### src/design/cfr_pkg.sv
// Shared constants, phase codes and the result record of the frame receiver.
package cfr_pkg;

  // Frame format
  localparam int          BUF_SIZE    = 128;
  localparam logic [7:0]  SYNC_FIRST  = 8'hFF;
  localparam logic [7:0]  SYNC_SECOND = 8'hFB;
  localparam logic [7:0]  TYPE_LIMIT  = 8'hF1;
  localparam logic [8:0]  LEN_LIMIT   = 9'(BUF_SIZE);

  // Payload capture window
  localparam int CAP_DEPTH = 16;
  localparam int CAP_IDX_W = $clog2(CAP_DEPTH);

  // Parser phase codes
  localparam logic [2:0] PH_HUNT    = 3'd0;
  localparam logic [2:0] PH_SYNC2   = 3'd1;
  localparam logic [2:0] PH_TYPE    = 3'd2;
  localparam logic [2:0] PH_LENGTH  = 3'd3;
  localparam logic [2:0] PH_PAYLOAD = 3'd4;
  localparam logic [2:0] PH_CHECK   = 3'd5;

  localparam logic STATUS_MATCH    = 1'b0;
  localparam logic STATUS_MISMATCH = 1'b1;

  typedef struct packed {
    logic [7:0]  frame_type;
    logic [7:0]  payload_length;
    logic        status;
    logic [31:0] word_zero;
    logic [31:0] word_one;
    logic [31:0] word_two;
    logic [31:0] word_three;
  } result_t;

endpackage

### src/design/cfr_if.sv
// Valid/ready channel interfaces for received bytes and frame results.
interface cfr_byte_if;
  logic       valid;
  logic       ready;
  logic [7:0] rx_byte;

  modport source (output valid, output rx_byte, input ready);
  modport sink   (input valid, input rx_byte, output ready);
endinterface

interface cfr_result_if;
  logic        valid;
  logic        ready;
  logic [7:0]  frame_type;
  logic [7:0]  payload_length;
  logic        status;
  logic [31:0] word_zero;
  logic [31:0] word_one;
  logic [31:0] word_two;
  logic [31:0] word_three;

  modport source (output valid, output frame_type, output payload_length, output status,
                  output word_zero, output word_one, output word_two, output word_three,
                  input ready);
  modport sink   (input valid, input frame_type, input payload_length, input status,
                  input word_zero, input word_one, input word_two, input word_three,
                  output ready);
endinterface

### src/design/cfr_parser.sv
// Frame parser: phase register, running sum and payload capture, one byte per cycle while beats are accepted.
module cfr_parser (
  input  logic             clk,
  input  logic             rst,
  input  logic             beat,
  input  logic [7:0]       beat_byte,
  output logic             res_valid,
  output cfr_pkg::result_t res
);
  import cfr_pkg::*;

  logic [2:0] phase, phase_next;
  logic [7:0] remaining, remaining_next;
  logic [7:0] count, count_next;
  logic [7:0] sum, sum_next;
  logic [7:0] held_type, held_type_next;
  logic [7:0] held_length, held_length_next;
  logic [7:0] payload [CAP_DEPTH];
  logic       clear_payload;
  logic       capture;
  logic [7:0] remaining_dec;

  assign remaining_dec = remaining - 8'd1;

  always_comb begin
    phase_next       = phase;
    remaining_next   = remaining;
    count_next       = count;
    sum_next         = sum;
    held_type_next   = held_type;
    held_length_next = held_length;
    clear_payload    = 1'b0;
    capture          = 1'b0;
    res_valid        = 1'b0;
    unique case (phase)
      PH_SYNC2: begin
        if (beat_byte == SYNC_SECOND) begin
          phase_next = PH_TYPE;
          sum_next   = sum + beat_byte;
        end else begin
          phase_next = PH_HUNT;
        end
      end
      PH_TYPE: begin
        if (beat_byte < TYPE_LIMIT) begin
          phase_next     = PH_LENGTH;
          held_type_next = beat_byte;
          sum_next       = sum + beat_byte;
        end else begin
          phase_next = PH_HUNT;
        end
      end
      PH_LENGTH: begin
        if (beat_byte != 8'd0 && {1'b0, beat_byte} < LEN_LIMIT) begin
          phase_next       = PH_PAYLOAD;
          held_length_next = beat_byte;
          remaining_next   = beat_byte;
          count_next       = 8'd0;
          sum_next         = sum + beat_byte;
        end else begin
          phase_next = PH_HUNT;
        end
      end
      PH_PAYLOAD: begin
        if (remaining == 8'd0) begin
          phase_next = PH_HUNT;
        end else begin
          capture        = (count < 8'(CAP_DEPTH));
          count_next     = count + 8'd1;
          remaining_next = remaining_dec;
          sum_next       = sum + beat_byte;
          if (remaining_dec == 8'd0) begin
            phase_next = PH_CHECK;
          end
        end
      end
      PH_CHECK: begin
        phase_next = PH_HUNT;
        res_valid  = beat;
      end
      default: begin
        // hunt, and the unused codes
        if (beat_byte == SYNC_FIRST) begin
          phase_next     = PH_SYNC2;
          sum_next       = beat_byte;
          count_next     = 8'd0;
          remaining_next = 8'd0;
          clear_payload  = 1'b1;
        end else begin
          phase_next = PH_HUNT;
        end
      end
    endcase
  end

  always_comb begin
    res.frame_type     = held_type;
    res.payload_length = held_length;
    res.status         = (beat_byte == sum) ? STATUS_MATCH : STATUS_MISMATCH;
    res.word_zero      = {payload[3], payload[2], payload[1], payload[0]};
    res.word_one       = {payload[7], payload[6], payload[5], payload[4]};
    res.word_two       = {payload[11], payload[10], payload[9], payload[8]};
    res.word_three     = {payload[15], payload[14], payload[13], payload[12]};
  end

  always_ff @(posedge clk) begin
    if (rst) begin
      phase       <= PH_HUNT;
      remaining   <= 8'd0;
      count       <= 8'd0;
      sum         <= 8'd0;
      held_type   <= 8'd0;
      held_length <= 8'd0;
    end else if (beat) begin
      phase       <= phase_next;
      remaining   <= remaining_next;
      count       <= count_next;
      sum         <= sum_next;
      held_type   <= held_type_next;
      held_length <= held_length_next;
    end
  end

  // Payload bytes hold no reset: a new frame always clears them on its first sync byte.
  always_ff @(posedge clk) begin
    if (beat) begin
      if (clear_payload) begin
        for (int i = 0; i < CAP_DEPTH; i++) begin
          payload[i] <= 8'd0;
        end
      end else if (capture) begin
        payload[count[CAP_IDX_W-1:0]] <= beat_byte;
      end
    end
  end

endmodule

### src/design/cfr_out_buf.sv
// Result register with a skid entry, so input acceptance waits on the sink's ready only once the skid entry is full.
module cfr_out_buf (
  input  logic             clk,
  input  logic             rst,
  input  logic             push,
  input  cfr_pkg::result_t push_data,
  output logic             room,
  output logic             main_valid,
  output cfr_pkg::result_t main_data,
  input  logic             pop_ready
);
  import cfr_pkg::*;

  logic    skid_valid;
  result_t skid_data;
  logic    pop;

  assign room = !skid_valid;
  assign pop  = main_valid && pop_ready;

  always_ff @(posedge clk) begin
    if (rst) begin
      main_valid <= 1'b0;
      skid_valid <= 1'b0;
    end else if (pop) begin
      if (skid_valid) begin
        skid_valid <= 1'b0;
      end else begin
        main_valid <= push;
      end
    end else if (push) begin
      if (main_valid) begin
        skid_valid <= 1'b1;
      end else begin
        main_valid <= 1'b1;
      end
    end
  end

  always_ff @(posedge clk) begin
    if (pop) begin
      if (skid_valid) begin
        main_data <= skid_data;
      end else if (push) begin
        main_data <= push_data;
      end
    end else if (push) begin
      if (main_valid) begin
        skid_data <= push_data;
      end else begin
        main_data <= push_data;
      end
    end
  end

endmodule

### src/design/checksummed_frame_receiver_top.sv
// Top level of the checksummed frame receiver.
//
// Usage:
//   rx  - sink channel, one received link byte per beat (rx_byte).
//   res - source channel, one beat per completed frame: type, length, status
//         (0 checksum good, 1 checksum bad) and the first 16 payload bytes as
//         four little-endian 32-bit words, zero beyond the frame length.
// The parser hunts for 0xFF 0xFB, a type below 0xF1, a length of 1 to
// BUF_SIZE-1, the payload and a checksum byte; any byte that breaks the
// pattern is dropped and the hunt restarts from the first sync byte.
// Throughput: one byte per cycle, sustained, while the sink keeps up.
// Result timing: with the result register empty, the result beat shows on
// res in the cycle after the checksum beat is accepted; the parser's result
// is combinational between its state registers and the result register.
// Stall: the result register has a skid entry behind it. rx.ready falls only
// when both hold a result, i.e. after the sink has stalled across two frames;
// it rises again the cycle after the sink takes a beat.
// Reset (rst, synchronous, active high): the parser returns to hunting, both
// result entries empty; rx.ready is low in reset and high from the next cycle.
module checksummed_frame_receiver_top (
  input logic          clk,
  input logic          rst,
  cfr_byte_if.sink     rx,
  cfr_result_if.source res
);
  import cfr_pkg::*;

  logic    beat;
  logic    room;
  logic    parse_valid;
  result_t parse_res;
  logic    out_valid;
  result_t out_res;

  // Take a byte whenever the skid entry is free and reset is released.
  assign rx.ready = room && !rst;
  assign beat     = rx.valid && rx.ready;

  cfr_parser u_parser (
    .clk       (clk),
    .rst       (rst),
    .beat      (beat),
    .beat_byte (rx.rx_byte),
    .res_valid (parse_valid),
    .res       (parse_res)
  );

  cfr_out_buf u_out_buf (
    .clk        (clk),
    .rst        (rst),
    .push       (parse_valid),
    .push_data  (parse_res),
    .room       (room),
    .main_valid (out_valid),
    .main_data  (out_res),
    .pop_ready  (res.ready)
  );

  // Drive the result channel from the result register.
  assign res.valid          = out_valid;
  assign res.frame_type     = out_res.frame_type;
  assign res.payload_length = out_res.payload_length;
  assign res.status         = out_res.status;
  assign res.word_zero      = out_res.word_zero;
  assign res.word_one       = out_res.word_one;
  assign res.word_two       = out_res.word_two;
  assign res.word_three     = out_res.word_three;

endmodule

### src/flat_wrapper.sv
// flat-port wrapper written by rule: the top's interface ports become plain ports
module checksummed_frame_receiver_top_flat import cfr_pkg::*;
  (clk, rst, rx_valid, rx_rx_byte, rx_ready, res_valid, res_frame_type, res_payload_length, res_status, res_word_zero, res_word_one, res_word_two, res_word_three, res_ready);
  cfr_byte_if rx_i ();
  cfr_result_if res_i ();
  input logic clk;
  input logic rst;
  input wire logic [$bits(rx_i.valid)-1:0] rx_valid;
  input wire logic [$bits(rx_i.rx_byte)-1:0] rx_rx_byte;
  output wire logic [$bits(rx_i.ready)-1:0] rx_ready;
  output wire logic [$bits(res_i.valid)-1:0] res_valid;
  output wire logic [$bits(res_i.frame_type)-1:0] res_frame_type;
  output wire logic [$bits(res_i.payload_length)-1:0] res_payload_length;
  output wire logic [$bits(res_i.status)-1:0] res_status;
  output wire logic [$bits(res_i.word_zero)-1:0] res_word_zero;
  output wire logic [$bits(res_i.word_one)-1:0] res_word_one;
  output wire logic [$bits(res_i.word_two)-1:0] res_word_two;
  output wire logic [$bits(res_i.word_three)-1:0] res_word_three;
  input wire logic [$bits(res_i.ready)-1:0] res_ready;
  assign rx_i.valid = rx_valid;
  assign rx_i.rx_byte = rx_rx_byte;
  assign rx_ready = rx_i.ready;
  assign res_valid = res_i.valid;
  assign res_frame_type = res_i.frame_type;
  assign res_payload_length = res_i.payload_length;
  assign res_status = res_i.status;
  assign res_word_zero = res_i.word_zero;
  assign res_word_one = res_i.word_one;
  assign res_word_two = res_i.word_two;
  assign res_word_three = res_i.word_three;
  assign res_i.ready = res_ready;
  checksummed_frame_receiver_top u_core (.clk(clk), .rst(rst), .rx(rx_i), .res(res_i));
endmodule
### config.mk
export PLATFORM = sky130hd
export DESIGN_NAME = checksummed_frame_receiver_top_flat
export DESIGN_NICKNAME = d
export VERILOG_FILES = /design/src/design/cfr_pkg.sv /design/src/design/cfr_if.sv /design/src/design/cfr_parser.sv /design/src/design/cfr_out_buf.sv /design/src/design/checksummed_frame_receiver_top.sv /design/src/flat_wrapper.sv
export SDC_FILE = /design/constraint.sdc
export NUM_CORES = 1
export LEC_CHECK = 0
export BUFFER_PORTS_ARGS = -buffer_cell sky130_fd_sc_hd__buf_2
export CAP_MARGIN = 20
export CORE_MARGIN = 2
export CORE_UTILIZATION = 40
export CTS_BUF_LIST = sky130_fd_sc_hd__clkbuf_8
export DETAILED_ROUTE_END_ITERATION = 10
export GPL_ROUTABILITY_DRIVEN = 1
export PLACE_DENSITY = 0.54
export SYNTH_ARGS = -nofsm -noshare
export SYNTH_HDL_FRONTEND = slang
export SYNTH_SLANG_ARGS = --single-unit
### constraint.sdc
create_clock -name clk -period 14.4 [get_ports clk]
set_clock_uncertainty 0.05 [all_clocks]
set_input_delay 2.16 -clock clk [delete_from_list [all_inputs] [get_ports clk]]
set_output_delay 2.16 -clock clk [all_outputs]
set_load 0.005 [all_outputs]
# After elaboration in Yosys (flattened, before gate mapping)
# Memories as Yosys holds them, arrays and structs flattened.
# Index checks and enable logic that the tools add are counted.
# Widths: inputs -> output; s select.
# totals
reg_bits	335
ramBits	128
output_inout_bits	147
in_bits	12
romBits	0
memories	1
latch_bits	0
word_cells	117
# memory_table
memory	depth	width	read_ports	rd_ports_with_merged_regs	write_ports	line_no	source
u_core.u_parser.payload	16	8	16	0	16	cfr_parser.sv:18	logic [7:0] payload [CAP_DEPTH];
# classes
div	0
n_eq_ne	15
n_lt_le_gt_ge	3
n_mux	44
addsub	3
n_reduce_logical	26
multipliers	0
shift	0
n_bitwise	3
# op_table
operator	n
$mux 145	5
$mux 8	11
$pmux 8 s3	2
$pmux 8 s5	1
$mux 1	18
$eq 8x8->1 const B	2
$logic_not 8->1	2
$lt 8x8->1 const B	2
$pmux 3 s5	1
$reduce_and 3->1	4
$ne 2x2->1 const B	5
$mux 3	3
$add 8x1->8 const B	1
$add 8x8->8	1
$eq 8x8->1	1
$lt 8x5->1 const B	1
$reduce_bool 8->1	1
$reduce_or 8->1	1
$sub 8x1->8 const B	1
$reduce_and 7->1	1
$eq 3x2->1 const B	2
$eq 3x3->1 const B	2
$reduce_and 2->1	3
$reduce_and 5->1	1
14 further kinds	22

# Depth between registers and ports, before layout
# Gate-level depths: netlist of the first run.
# logic_depth
word_depth	9
depth_mapped	10
mapped_depth_nobuf	9

# By module
# Synthesis of the first run repeated with hierarchy kept, for this count alone.
# unflattened
cells_unflattened	1115
area_unflattened_um2	18323.8
# modules_own_cells
module	seq_area_each_um2	area_each_um2	instances	cells_per_inst
cfr_out_buf	8748.4	10760.3	1	464
cfr_parser	4704.5	7548.5	1	649
checksummed_frame_receiver_top	0.0	15.0	1	2

# Least setup slack after synthesis of the first run
# No wires, ideal clock.
# synth_timing
path_kind	input port to flip-flop
from	input port rst
to	register u_core.u_out_buf.main_data[0] in the netlist's numbering (enable)
t_arrival_ns	9.794
n_path_buf	2
t_required_ns	13.652
path_slack_ns	3.859
cell_stages	6
setup_time_ns	0.698
path_cell_list	buf_6 > nor2_4 > and2_1 > buf_4 > nand4_1 > a21oi_1
# synth_via
elab_chain_cells	6
word_cells_on_any_way	7
cone_classes	mux: 1; reduce/logical: 6
# synth_lines
element	line_no	source
from (decl)	flat_wrapper.sv:7	input logic rst;
$logic_not 1->1 *	checksummed_frame_receiver_top.sv:36	assign rx.ready = room && !rst;
$logic_and 1x1->1 *	checksummed_frame_receiver_top.sv:36	
net rx_ready	flat_wrapper.sv:10	output wire logic [$bits(rx_i.ready)-1:0] rx_ready;
$logic_and 1x1->1 *	checksummed_frame_receiver_top.sv:37	assign beat = rx.valid && rx.ready;
$mux 1 *	cfr_parser.sv:35	unique case (phase)
$reduce_bool 2->1 (no source line)	n/a	
$reduce_and 3->1 (no source line) *	n/a	
to (signal assigned)	cfr_out_buf.sv:43	main_data <= skid_data;
to (signal assigned)	cfr_out_buf.sv:45	main_data <= push_data;
to (signal assigned)	cfr_out_buf.sv:51	main_data <= push_data;
to (decl)	cfr_out_buf.sv:9	output cfr_pkg::result_t main_data,
# Mark *: on every way through the listed nets, which the timed path passes. The rest lies on a longest branch.
# A chain may end at the register's enable or synchronous reset.

# Worst setup path in the final report of the first run
# layout_timing
from	input port rst
to	output port rx_ready
# layout_via
elab_chain_cells	2
# layout_lines
element	line_no
$logic_not 1->1	checksummed_frame_receiver_top.sv:36
$logic_and 1x1->1	checksummed_frame_receiver_top.sv:36
to (decl)	flat_wrapper.sv:10
# No other way between the ends.

==> key figures, run 1 <==
Logic synthesis
  • Top FF cell, synth: edfxtp_1
  • Seq cells post-synth: approximately 460
  • Cell taking the most area after synthesis: edfxtp_1
  • Syn nets: approximately 1100
  • Ys Warns: 0
  • Sequential-to-total area share from yosys stat: approximately three quarters
  • Avg Cell Area, Syn: around 16 sq um
  • Synthesized area: approximately 18000 sq um
  • Top-count cell post-synth: edfxtp_1
  • Post-Synthesis Cells: roughly 1100
  • Largest cells by area after synthesis: edfxtp_1 (70%), mux2_2 (9.1%), dfxtp_1 (5.0%), and2_1 (4.1%), nor2_1 (1.3%)
  • Number of synthesized flops with an enable pin: approximately 420
  • Most instantiated cells after synthesis: edfxtp_1 (418), mux2_2 (145), and2_1 (117)
  • Asr flop ratio synth: 0%
  • Yosys top cell area share: 69.8%
  • Post-synth cell types: a little under 60

Floorplanning
  • Die footprint: about 47000 sq um
  • Core ar.: 44300 sq um
  • Die Height: 216 um
  • DIE WIDTH: ~220 um
  • # IOs: between 150 and 200
  • Initial Utilization: slightly above 40%
  • Row count: just under 80

Placement
  • Placed cell area: a little under 20000 sq um
  • Port bufs: ~160
  • Dpl cells: about 1800
  • Post-DP HPWL: around 23 mm
  • Final GP Congestion: about 0.76

Detailed routing
  • Routed len/inst: 19.3 um
  • Drt initial violations: approximately 550
  • Detail Route Antenna Nets: 0
  • WL final: approximately 37 mm
  • Vias per Instance: between 4 and 5
  • DRT Pass-1 Iters: 4
  • DRC errors left: 0
  • Vias: roughly 9400

Final layout
  • Area of the multi-input gates: 4240 sq um
  • Design area: around 21000 sq um
  • Post-layout nets: about 1300
  • Register area: between 10000 and 15000 sq um
  • Non-Filler Instances: 1930
  • Share of cells above drive strength 1: around a third
  • Filler cell count: 3916
  • Layout area overhead: 15.2%

Global route
  • Global-route wire length before repair: around 57 mm
  • Largest net degree at the start of global routing: between 70 and 80
  • Grt total ovfl: 0
  • Vias in the first global route: just under 10000
  • Antenna violations before repair: 0
  • Total GRT Usage: 15.9%

Power and ir drop
  • P_leak: 6.55 nW
  • P per Cell Area: between 100 and 150 nW/um^2
  • Worst vdd ir: between 0.05 and 0.06 mV

Clock network
  • PostCTS Resize Cnt: 0
  • Total CTS buffers: 76
  • Htree depth: 3
  • Clk buf depth: 3
  • Post-CTS Setup Bufs: 0
  • Hold buffer count at CTS: 0
  • CTS tree: done
  • Root buffer cell: clkbuf_8
  • Worst-path clk slew: around 0.060 ns
  • Clock Latency Late Sink: around 0.63 ns
  • Clk sink count: around 460

STA
  • Slew Limit Fails: 0
  • Setup TNS Final: 0 ns
  • RSZ-0062 raised after global routing: no
  • Worst Tran Pin Value: between 1 and 1.5 ns
  • Max Clock Freq: around 0.19 GHz
  • Final Setup Violations: 0
  • Final hold slack: around 0.4 ns
  • Final Cycle Share: roughly 37%
  • Slew headroom: between 20 and 30%
  • Final Hold Fails: 0
  • Final min period: around 5.3 ns

Run
  • Number of max-cap violations: 0

Critical path
  • RR Endpoint: u_core.u_parser.payload[10][6]
  • Critical path launch point type: input port
  • Critical path endpoint: rx_ready
  • Worst-path maximum fanout: 46
  • Worst setup EP type: output pin
  • WP data required: 12.19 ns
  • CP arrival: a little over 3 ns
  • Cell repeated most along the worst path: buf_2
  • Crit path launch: rst
  • Worst-path cell chain: buf_2, nor2_4, buf_2
  • WS Path Type: input port to output pin
  • Slowest CP cell: buf_2
  • Reg2Reg Setup Slack: around 11 ns
  • Launching point of the worst reg2reg path: u_core.u_parser.phase[2]
  • Max stage delay on crit path: about 0.70 ns
  • R2R depth: 4

Worst hold path
  • Worst min path class: register to register

Run status
  • Outcome: finished clean
area by class of cell:
cell class / instances / area share [%]
antenna: 4 / 0.0483
clock buffer: 80 / 5.31
clock inverter: 48 / 1.12
inverter: 13 / 0.236
multi-input combinational: 556 / 20.4
sequential: 463 / 64.9
tap: 592 / 3.58
timing repair buffer: 174 / 4.32
critical path: cells and delay by family:
kind,cells,cell delay [ns]
buffers and inverters,2,0.86
and+or+nand+nor,1,0.05
routing by layer:
metal	track usage, %	vias up	routed length, um
li1	-	4502	-
met1	21.6	4679	17200
met2	25.6	228	17700
met3	3.54	38	1930
met4	5.25	0	525
met5	0	-	0
worst min path at each step:
| stage | start | endpoint | slack, ns | cells after the start |
|---|---|---|---|---|
| after detailed placement | u_core.u_parser.payload[5][4] | u_core.u_out_buf.skid_data[76] | 0.38 | 0 |
| final | u_core.u_parser.payload[13][1] | u_core.u_out_buf.skid_data[9] | 0.40 | 0 |
| after global placement | u_core.u_parser.payload[13][1] | u_core.u_out_buf.skid_data[9] | 0.38 | 0 |
| after global routing | u_core.u_parser.payload[5][0] | u_core.u_out_buf.skid_data[72] | 0.41 | 0 |
| after CTS | u_core.u_parser.payload[13][6] | u_core.u_out_buf.skid_data[14] | 0.39 | 0 |
| after floorplan | u_core.u_parser.held_length[7] | u_core.u_out_buf.skid_data[136] | 0.37 | 0 |
state kept, by name, summed over array words and instances, names as in the netlist:
| signal | cells |
|---|---|
| u_core.u_parser.held_length | 8 |
| u_core.u_out_buf.skid_data | 145 |
| u_core.u_parser.held_type | 8 |
| u_core.u_parser.phase | 3 |
| u_core.u_out_buf.skid_valid | 1 |
| u_core.u_parser.count | 8 |
| u_core.u_parser.payload | 128 |
| u_core.u_out_buf.main_data | 145 |
| u_core.u_parser.remaining | 8 |
| u_core.u_out_buf.main_valid | 1 |
| u_core.u_parser.sum | 8 |
placed cells by master, fill, tap and decap left out, types with 3 or more instances in the layout:
cell type / instances
a311oi_1: 6
nand4b_1: 5
a21oi_1: 18
xor2_1: 3
mux2i_1: 16
clkbuf_8: 80
or3_1: 4
clkinv_1: 18
nor2_1: 60
diode_2: 4
clkbuf_4: 4
inv_1: 32
and3_1: 3
dfxtp_1: 45
o21ai_0: 25
or4_1: 3
o211ai_1: 3
a211oi_1: 12
mux2_2: 145
buf_4: 6
and2_1: 116
o31ai_1: 5
nand2_1: 31
ha_1: 14
clkinv_2: 5
clkinvlp_4: 4
nand2b_1: 4
nand3_1: 9
edfxtp_1: 418
buf_2: 163
xnor2_1: 7
nor4_1: 10
nor3_1: 21
where the power goes:
part           internal, mW  switching [mW]  total (mW)
Combinational        0.0163          0.0379      0.0543
Clock                 0.528           0.497        1.03
Sequential             1.45         0.00367        1.45
stage by stage:
step                      util, %  total power [mW]  setup slack [ns]
final                        46.8              2.53              9.12
after global routing         46.7              2.64              9.03
after CTS                    46.6              2.57              9.10
after detailed placement     43.6              1.53              9.02
after global placement       43.6              1.53              9.10
after floorplan                 -              1.52              3.86
kinds of logic (layout without fill, tap and decap cells):
kind of cell / after synthesis / after routing / share of synthesized area (%)
flip-flops: 463 / 463 / 74.8
AO/OA/AOI/OAI: 87 / 87 / 3.21
buffers and inverters: 74 / 315 / 1.75
multiplexers: 161 / 161 / 9.97
XOR/XNOR: 10 / 10 / 0.487
adder cells (fa/ha/maj): 15 / 15 / 1.09
AND/OR/NAND/NOR: 283 / 283 / 8.67
other: 0 / 4 / 0
No activity file was read; power rests on OpenSTA's default activity.
==> inputs of run 2 (changes only) <==
ABC_AREA = 1   (was not set)
PLACE_DENSITY = 0.56   (was 0.54)
clock period = 4.5 ns   (was 14.4 ns; I/O delays follow)
==> key figures, run 2 <==
Worst hold path
  • Hold path cells: 0 (unchanged)
  • Hold_sp: u_core.u_parser.held_length[3] (was u_core.u_parser.payload[13][1])
  • Hold EP: u_core.u_out_buf.skid_data[132] (was u_core.u_out_buf.skid_data[9])
  • Worst min path class: register to register (unchanged)

Clock network
  • Htree depth: 3 (unchanged)
  • Root buffer cell: clkbuf_8 (unchanged)
  • Post-CTS Setup Bufs: 0 (unchanged)
  • Clk sink count: 463 (unchanged)
  • PostCTS Resize Cnt: 0 (unchanged)
  • Worst-path clk slew: 0.06 ns (about the same)
  • Total CTS buffers: 74 (was 76)
  • Hold buffer count at CTS: 0 (unchanged)
  • CTS tree: done (unchanged)
  • Clk buf depth: 3 (unchanged)
  • Clock Latency Late Sink: 0.61 ns (was 0.63 ns)

Logic synthesis
  • Ys Warns: 0 (unchanged)
  • Cell taking the most area after synthesis: edfxtp_1 (unchanged)
  • Seq cells post-synth: 463 (unchanged)
  • Yosys top cell area share: 69.7% (was 69.8%)
  • Syn nets: 1510 (was 1120)
  • Top-count cell post-synth: nand2_1 (was edfxtp_1)
  • Asr flop ratio synth: 0% (unchanged)
  • Number of synthesized flops with an enable pin: 418 (unchanged)
  • Post-Synthesis Cells: 1483 (was 1093)
  • Most instantiated cells after synthesis: nand2_1 (511), edfxtp_1 (418), nor2_1 (181) (was edfxtp_1 (418), mux2_2 (145), and2_1 (117))
  • Avg Cell Area, Syn: 12.1 sq um (was 16.4 sq um)
  • Largest cells by area after synthesis: edfxtp_1 (70%), nand2_1 (11%), dfxtp_1 (5.0%), nor2_1 (3.8%), a21oi_1 (1.3%) (was edfxtp_1 (70%), mux2_2 (9.1%), dfxtp_1 (5.0%), and2_1 (4.1%), nor2_1 (1.3%))
  • Sequential-to-total area share from yosys stat: 74.7% (was 74.8%)
  • Post-synth cell types: 38 (was 58)
  • Top FF cell, synth: edfxtp_1 (unchanged)
  • Synthesized area: 18000 sq um (about the same)

Critical path
  • Reg2Reg Setup Slack: 1.85 ns (was 11.13 ns)
  • Launching point of the worst reg2reg path: u_core.u_parser.phase[0] (was u_core.u_parser.phase[2])
  • RR Endpoint: u_core.u_out_buf.skid_data[104] (was u_core.u_parser.payload[10][6])
  • CP arrival: 2.86 ns (was 3.07 ns)
  • Worst-path maximum fanout: 21 (was 46)
  • R2R depth: 5 (was 4)
  • Worst-path cell chain: buf_2, nor2_1, nand2_1, clkinv_1, nand2_1, nand2_1 (was buf_2, nor2_4, buf_2)
  • Critical path launch point type: input port (unchanged)
  • Slowest CP cell: nand2_1 (was buf_2)
  • WP data required: 4.69 ns (was 12.19 ns)
  • Worst setup EP type: register (was output pin)
  • Cell repeated most along the worst path: nand2_1 (was buf_2)
  • WS Path Type: input port to register (was input port to output pin)
  • Max stage delay on crit path: 0.82 ns (was 0.70 ns)

Placement
  • Port bufs: 158 (unchanged)
  • Worst slack at placement: 1.21 ns (was 9.02 ns)
  • Post-DP HPWL: 23.9 mm (was 22.6 mm)
  • Final GP Congestion: 0.831 (was 0.764)

Final layout
  • Most frequent cells in the layout: nand2_1 (511), edfxtp_1 (418), nor2_1 (179) (was edfxtp_1 (418), buf_2 (163), mux2_2 (145))
  • Layout area overhead: 15.5% (was 15.2%)
  • Share of cells above drive strength 1: 17.4% (was 31.6%)
  • Commonest non-fill, non-tap cell in the layout: nand2_1 (was edfxtp_1)
  • Post-layout nets: 1702 (was 1311)
  • Filler cell count: 4085 (was 3916)
  • Largest regs: u_core.u_out_buf.main_data: 145 flops, u_core.u_out_buf.skid_data: 145 flops, u_core.u_parser.payload: 128 flops (unchanged)

Global route
  • Vias in the first global route: 11000 (was 9660)
  • Grt total ovfl: 0 (unchanged)
  • Antenna violations before repair: 0 (unchanged)
  • GR Util met3: 3.38% (was 3.54%)
  • Met2 GRT Util: 27.7% (was 25.6%)
  • Largest net degree at the start of global routing: 89 (was 75)
  • Grt met1 use: 21.9% (was 21.6%)
  • Total GRT Usage: 16.8% (was 15.9%)
  • Global-route wire length before repair: 60.9 mm (was 56.8 mm)
  • Most Used Layer, Global Route: met2 (unchanged)

Detailed routing
  • DRT Pass-1 Iters: 6 (was 4)
  • WL final: 38.7 mm (was 37.3 mm)
  • Detail Route Antenna Nets: 0 (unchanged)
  • Vias per Instance: 4.73 (was 4.89)
  • Routed len/inst: 16.6 um (was 19.3 um)
  • Vias: 11000 (was 9447)
  • DRC errors left: 0 (unchanged)
  • Drt initial violations: 896 (was 547)

STA
  • Final Hold Fails: 0 (unchanged)
  • Final min period: around 2.7 ns
  • Worst Tran Pin Value: 1.05 ns (was 1.10 ns)
  • Slew Limit Fails: 0 (unchanged)
  • Max Clock Freq: approximately 0.37 GHz
  • Final Setup Violations: 0 (unchanged)
  • Slew headroom: 29.2% (was 26.0%)
  • Final Cycle Share: roughly three fifths
  • Post-route worst setup slack: 1.83 ns (was 9.12 ns)
  • Setup TNS Final: 0 ns (unchanged)
  • RSZ-0062 raised after global routing: no (unchanged)

Run status
  • Outcome: finished clean (unchanged)

Power and ir drop
  • Worst vdd ir: 0.209 mV (was 0.0586 mV)
  • P_leak: 8.28 nW (was 6.55 nW)
  • P per Cell Area: 388 nW/um^2 (was 122 nW/um^2)

Floorplanning
  • Row count: 77 (unchanged)
  • Core ar.: 44300 sq um (unchanged)
  • Initial Utilization: 40.6% (about the same)
  • Die Height: 216 um (about the same)
  • Die footprint: 46700 sq um (about the same)
  • # IOs: 159 (unchanged)
  • DIE WIDTH: 216 um (about the same)

Run
  • Number of max-cap violations: 0 (unchanged)
run 2: changes by cell type in the layout (fill, tap and decap cells not counted), sizes merged, moves of 12 or more:
cell,before,now
a21oi,19,45
inv,33,77
clkinv,23,37
a211oi,12,0
nand2,31,529
mux2i,16,0
nor2,62,190
nor3,21,6
o21ai,26,43
and2,117,0
nand3,10,41
mux2,145,0
run 2: critical path, delay by kind of cell:
kind	cells	cell delay [ns]
AND/OR/NAND/NOR	4	1.55
buffers and inverters	2	0.64
run 2: per-layer routing:
| metal | vias up | part of all wire [%] | wire length (um) |
|---|---|---|---|
| met3 | 55 | 5.4 | 2070 |
| met2 | 257 | 49 | 18900 |
| met1 | 5267 | 44 | 16900 |
| li1 | 5410 | - | - |
| met5 | - | 0 | 0 |
| met4 | 0 | 2.2 | 848 |
run 2: layout make-up:
class,instances,area (sq um),share of cell area [%]
multi-input cells,900,4090,19.6
inverters,65,249,1.20
well taps,592,741,3.56
flip-flops and latches,463,13500,64.6
diodes,1,2.50,0.0120
clock buffers,80,1100,5.29
clock inverters,52,239,1.15
repair buffers,171,938,4.51
run 2: where the power goes:
group          total [mW]  leakage, nW  switching [mW]  internal [mW]
logic               0.172         3.36           0.128         0.0438
registers            4.64         4.15         0.00683           4.63
clock network        3.27        0.764            1.58           1.69
run 2: cells by family (layout without fill, tap and decap cells):
kind of cell,count (synthesis),count (layout),share of synthesized area (%)
fa+ha+maj,15,15,1.08
other cells,0,1,0
buf+inv,120,368,2.74
simple gates,778,778,18.1
xor+xnor,9,9,0.438
flops,463,463,74.7
compound gates,98,98,2.91
run 2: worst max path at each step:
stage / from / to / slack (ns) / cells after the start
2_1_floorplan: rst / u_core.u_out_buf.skid_data[0] / 0.59 / 5
3_3_place_gp: rst / u_core.u_parser.payload[2][1] / 1.31 / 6
3_5_place_dp: rst / u_core.u_parser.payload[2][5] / 1.21 / 6
4_1_cts: u_core.u_parser.phase[0] / u_core.u_out_buf.skid_data[67] / 1.81 / 5
5_1_grt: u_core.u_parser.phase[0] / u_core.u_out_buf.skid_data[108] / 1.64 / 5
6_report: rst / u_core.u_parser.payload[11][7] / 1.83 / 6
run 2: metrics by stage:
step	area [sq um]	hold slack, ns	utilization [%]	power, mW	std cells
finish	20800	0.376	47.0	8.08	2324
global route	20800	0.382	47.0	8.38	2323
CTS	20800	0.342	47.0	8.19	2323
detailed placement	19500	0.365	43.9	4.90	2191
global placement	19500	0.359	43.9	4.90	2191
floorplan	18000	0.358	-	4.84	1483
==> inputs of run 3 (changes only) <==
clock period = 2.29 ns   (was 4.5 ns; I/O delays follow)
==> key figures, run 3 (synthesized netlist as in run 2, its figures left out) <==
Clock network
  • Total CTS buffers: 74 (unchanged)
  • Clk sink count: 463 (unchanged)
  • Htree depth: 3 (unchanged)
  • Clk buf depth: 3 (unchanged)
  • CTS tree: done (unchanged)
  • Clock Latency Late Sink: 0.62 ns (was 0.61 ns)
  • Worst-path clk slew: 0.06 ns (about the same)
  • Root buffer cell: clkbuf_8 (unchanged)

Placement
  • Port bufs: 158 (unchanged)
  • Post-DP HPWL: 24.4 mm (was 23.9 mm)
  • Final GP Congestion: 0.827 (was 0.831)
  • Worst slack at placement: 0.0820 ns (was 1.21 ns)

Final layout
  • Filler cell count: 4002 (was 4085)
  • Commonest non-fill, non-tap cell in the layout: nand2_1 (unchanged)
  • Largest regs: u_core.u_out_buf.main_data: 145 flops, u_core.u_out_buf.skid_data: 145 flops, u_core.u_parser.payload: 128 flops (unchanged)
  • Share of cells above drive strength 1: 20.6% (was 17.4%)
  • Utilization of the core after routing: 48.1% (was 47.0%)
  • Most frequent cells in the layout: nand2_1 (500), edfxtp_1 (418), nor2_1 (178) (was nand2_1 (511), edfxtp_1 (418), nor2_1 (179))
  • Layout area overhead: 18.4% (was 15.5%)
  • Post-layout nets: 1744 (was 1702)
  • ANT cells: 0 (was 1)

Power and ir drop
  • Worst vdd ir: 0.363 mV (was 0.209 mV)
  • P_leak: 8.55 nW (was 8.28 nW)
  • P per Cell Area: 763 nW/um^2 (was 388 nW/um^2)

Critical path
  • Cell repeated most along the worst path: nor2_4 (was nand2_1)
  • R2R depth: 10 (was 5)
  • Reg2Reg Setup Slack: 0.14 ns (was 1.85 ns)
  • Max stage delay on crit path: 0.37 ns (was 0.82 ns)
  • Worst setup EP type: register (unchanged)
  • Critical path launch point type: register (was input port)
  • WP data required: 2.53 ns (was 4.69 ns)
  • Worst-path cell chain: inv_1, ha_1, nand3_1, nor2_4, nor2_4, nand3_4, nor2_8, buf_12, nand2_4, nand2_2 (was buf_2, nor2_1, nand2_1, clkinv_1, nand2_1, nand2_1)
  • RR Endpoint: u_core.u_parser.payload[6][3] (was u_core.u_out_buf.skid_data[104])
  • WS Path Type: register to register (was input port to register)
  • Worst-path maximum fanout: 8 (was 21)
  • CP arrival: 2.39 ns (was 2.86 ns)
  • Slowest CP cell: dfxtp_1 (was nand2_1)
  • Launching point of the worst reg2reg path: u_core.u_parser.remaining[1] (was u_core.u_parser.phase[0])

Worst hold path
  • Hold EP: u_core.u_parser.held_length[1] (was u_core.u_out_buf.skid_data[132])
  • Hold path cells: 3 (was 0)
  • Worst min path class: input port to register (was register to register)
  • Hold_sp: rx_rx_byte[1] (was u_core.u_parser.held_length[3])

Detailed routing
  • Routed len/inst: 16.3 um (was 16.6 um)
  • Vias per Instance: 4.69 (was 4.73)
  • DRC errors left: 0 (unchanged)
  • DRT Pass-1 Iters: 5 (was 6)
  • WL final: 38.7 mm (about the same)
  • Drt initial violations: 824 (was 896)
  • Vias: 11100 (was 11000)
  • Detail Route Antenna Nets: 0 (unchanged)

Global route
  • Vias in the first global route: 10900 (was 11000)
  • Global-route wire length before repair: 60.6 mm (was 60.9 mm)
  • Total GRT Usage: 16.7% (was 16.8%)
  • Grt total ovfl: 0 (unchanged)
  • Largest net degree at the start of global routing: 87 (was 89)
  • Antenna violations before repair: 0 (unchanged)

Floorplanning
  • Initial Utilization: 40.6% (unchanged)
  • # IOs: 159 (unchanged)
  • DIE WIDTH: 216 um (unchanged)
  • Core ar.: 44300 sq um (unchanged)
  • Row count: 77 (unchanged)
  • Die Height: 216 um (unchanged)
  • Die footprint: 46700 sq um (unchanged)

Run
  • Number of max-cap violations: 0 (unchanged)

STA
  • Max Clock Freq: ~0.46 GHz
  • Final min period: ~2.2 ns
  • Slew headroom: 61.7% (was 29.2%)
  • Final Setup Violations: 0 (unchanged)
  • Setup TNS Final: 0 ns (unchanged)
  • Slew Limit Fails: 0 (unchanged)
  • Final Cycle Share: between 90% and 100%
  • Worst Tran Pin Value: 0.574 ns (was 1.05 ns)
  • Post-route worst setup slack: 0.137 ns (was 1.83 ns)
  • Final Hold Fails: 0 (unchanged)
  • RSZ-0062 raised after global routing: no (unchanged)

Run status
  • Outcome: finished clean (unchanged)
## run 3: changes by cell type in the layout (fill, tap and decap cells not counted), sizes merged
cell	before	now
buf	171	212
clkinv	37	33
inv	77	80
bufinv	1	3
clkbuf	80	82
clkinvlp	2	1
diode	1	0
dlygate4sd3	0	1
## run 3: area by class of cell
type / count / area [sq um] / share of cell area [%]
clock buffers: 82 / 1130 / 5.29
clock inverters: 52 / 309 / 1.45
inverters: 65 / 249 / 1.17
multi-input cells: 900 / 4130 / 19.3
flip-flops and latches: 463 / 13500 / 63.1
well taps: 592 / 741 / 3.47
repair buffers: 213 / 1320 / 6.18
## run 3: metrics by stage
| step | cells | instance area [sq um] | power [mW] | hold WS, ns |
|---|---|---|---|---|
| finish | 2367 | 21300 | 16.3 | 0.0769 |
| global route | 2367 | 21300 | 16.9 | 0.0411 |
| CTS | 2366 | 21300 | 16.5 | 0.0226 |
| detailed placement | 2231 | 19800 | 9.65 | 0.364 |
| global placement | 2231 | 19800 | 9.65 | 0.360 |
| floorplan | 1483 | 18000 | 9.50 | 0.358 |
## run 3: timing repair
action                                 4_1_cts  5_1_grt
endpoints found under the hold margin        1        0
buffers inserted                             0        1
setup endpoints to repair                    0       74
hold buffers                                 1        0
resized for setup                            0       10
## run 3: how the worst max path moves through the flow
stage	to	slack, ns	startpoint	cells after the start
final	u_core.u_parser.payload[6][3]	0.14	u_core.u_parser.remaining[1]	10
after global routing	u_core.u_parser.payload[12][7]	0.0009	u_core.u_parser.remaining[1]	9
after detailed placement	u_core.u_parser.payload[2][1]	0.08	u_core.u_parser.remaining[1]	9
after floorplan	u_core.u_out_buf.skid_data[0]	-1.19	u_core.u_out_buf.skid_valid	5
after global placement	u_core.u_parser.payload[2][5]	0.1	u_core.u_parser.remaining[1]	9
after CTS	u_core.u_parser.payload[6][4]	0.07	u_core.u_parser.remaining[1]	9
## run 3: layer usage
layer / up-vias / routed length (um) / track usage [%]
met4: 0 / 911 / 6.78
met3: 61 / 2150 / 3.17
met2: 272 / 18900 / 27.3
met1: 5273 / 16700 / 22.0
met5: - / 0 / 0
li1: 5488 / - / -
## run 3: worst max-delay path: cells and delay by family (launching register included)
kind	cells	cell delay [ns]
flip-flops	1	0.37
adder cells (fa/ha/maj)	1	0.19
buffers and inverters	2	0.24
AND/OR/NAND/NOR	7	0.97
## run 3: report_power, final
part	internal [mW]	switching (mW)	total (mW)	leakage, nW
clock	3.65	3.15	6.80	0.822
sequential	9.10	0.0139	9.11	4.15
combinational	0.103	0.258	0.362	3.57
total	12.9	3.42	16.3	8.55
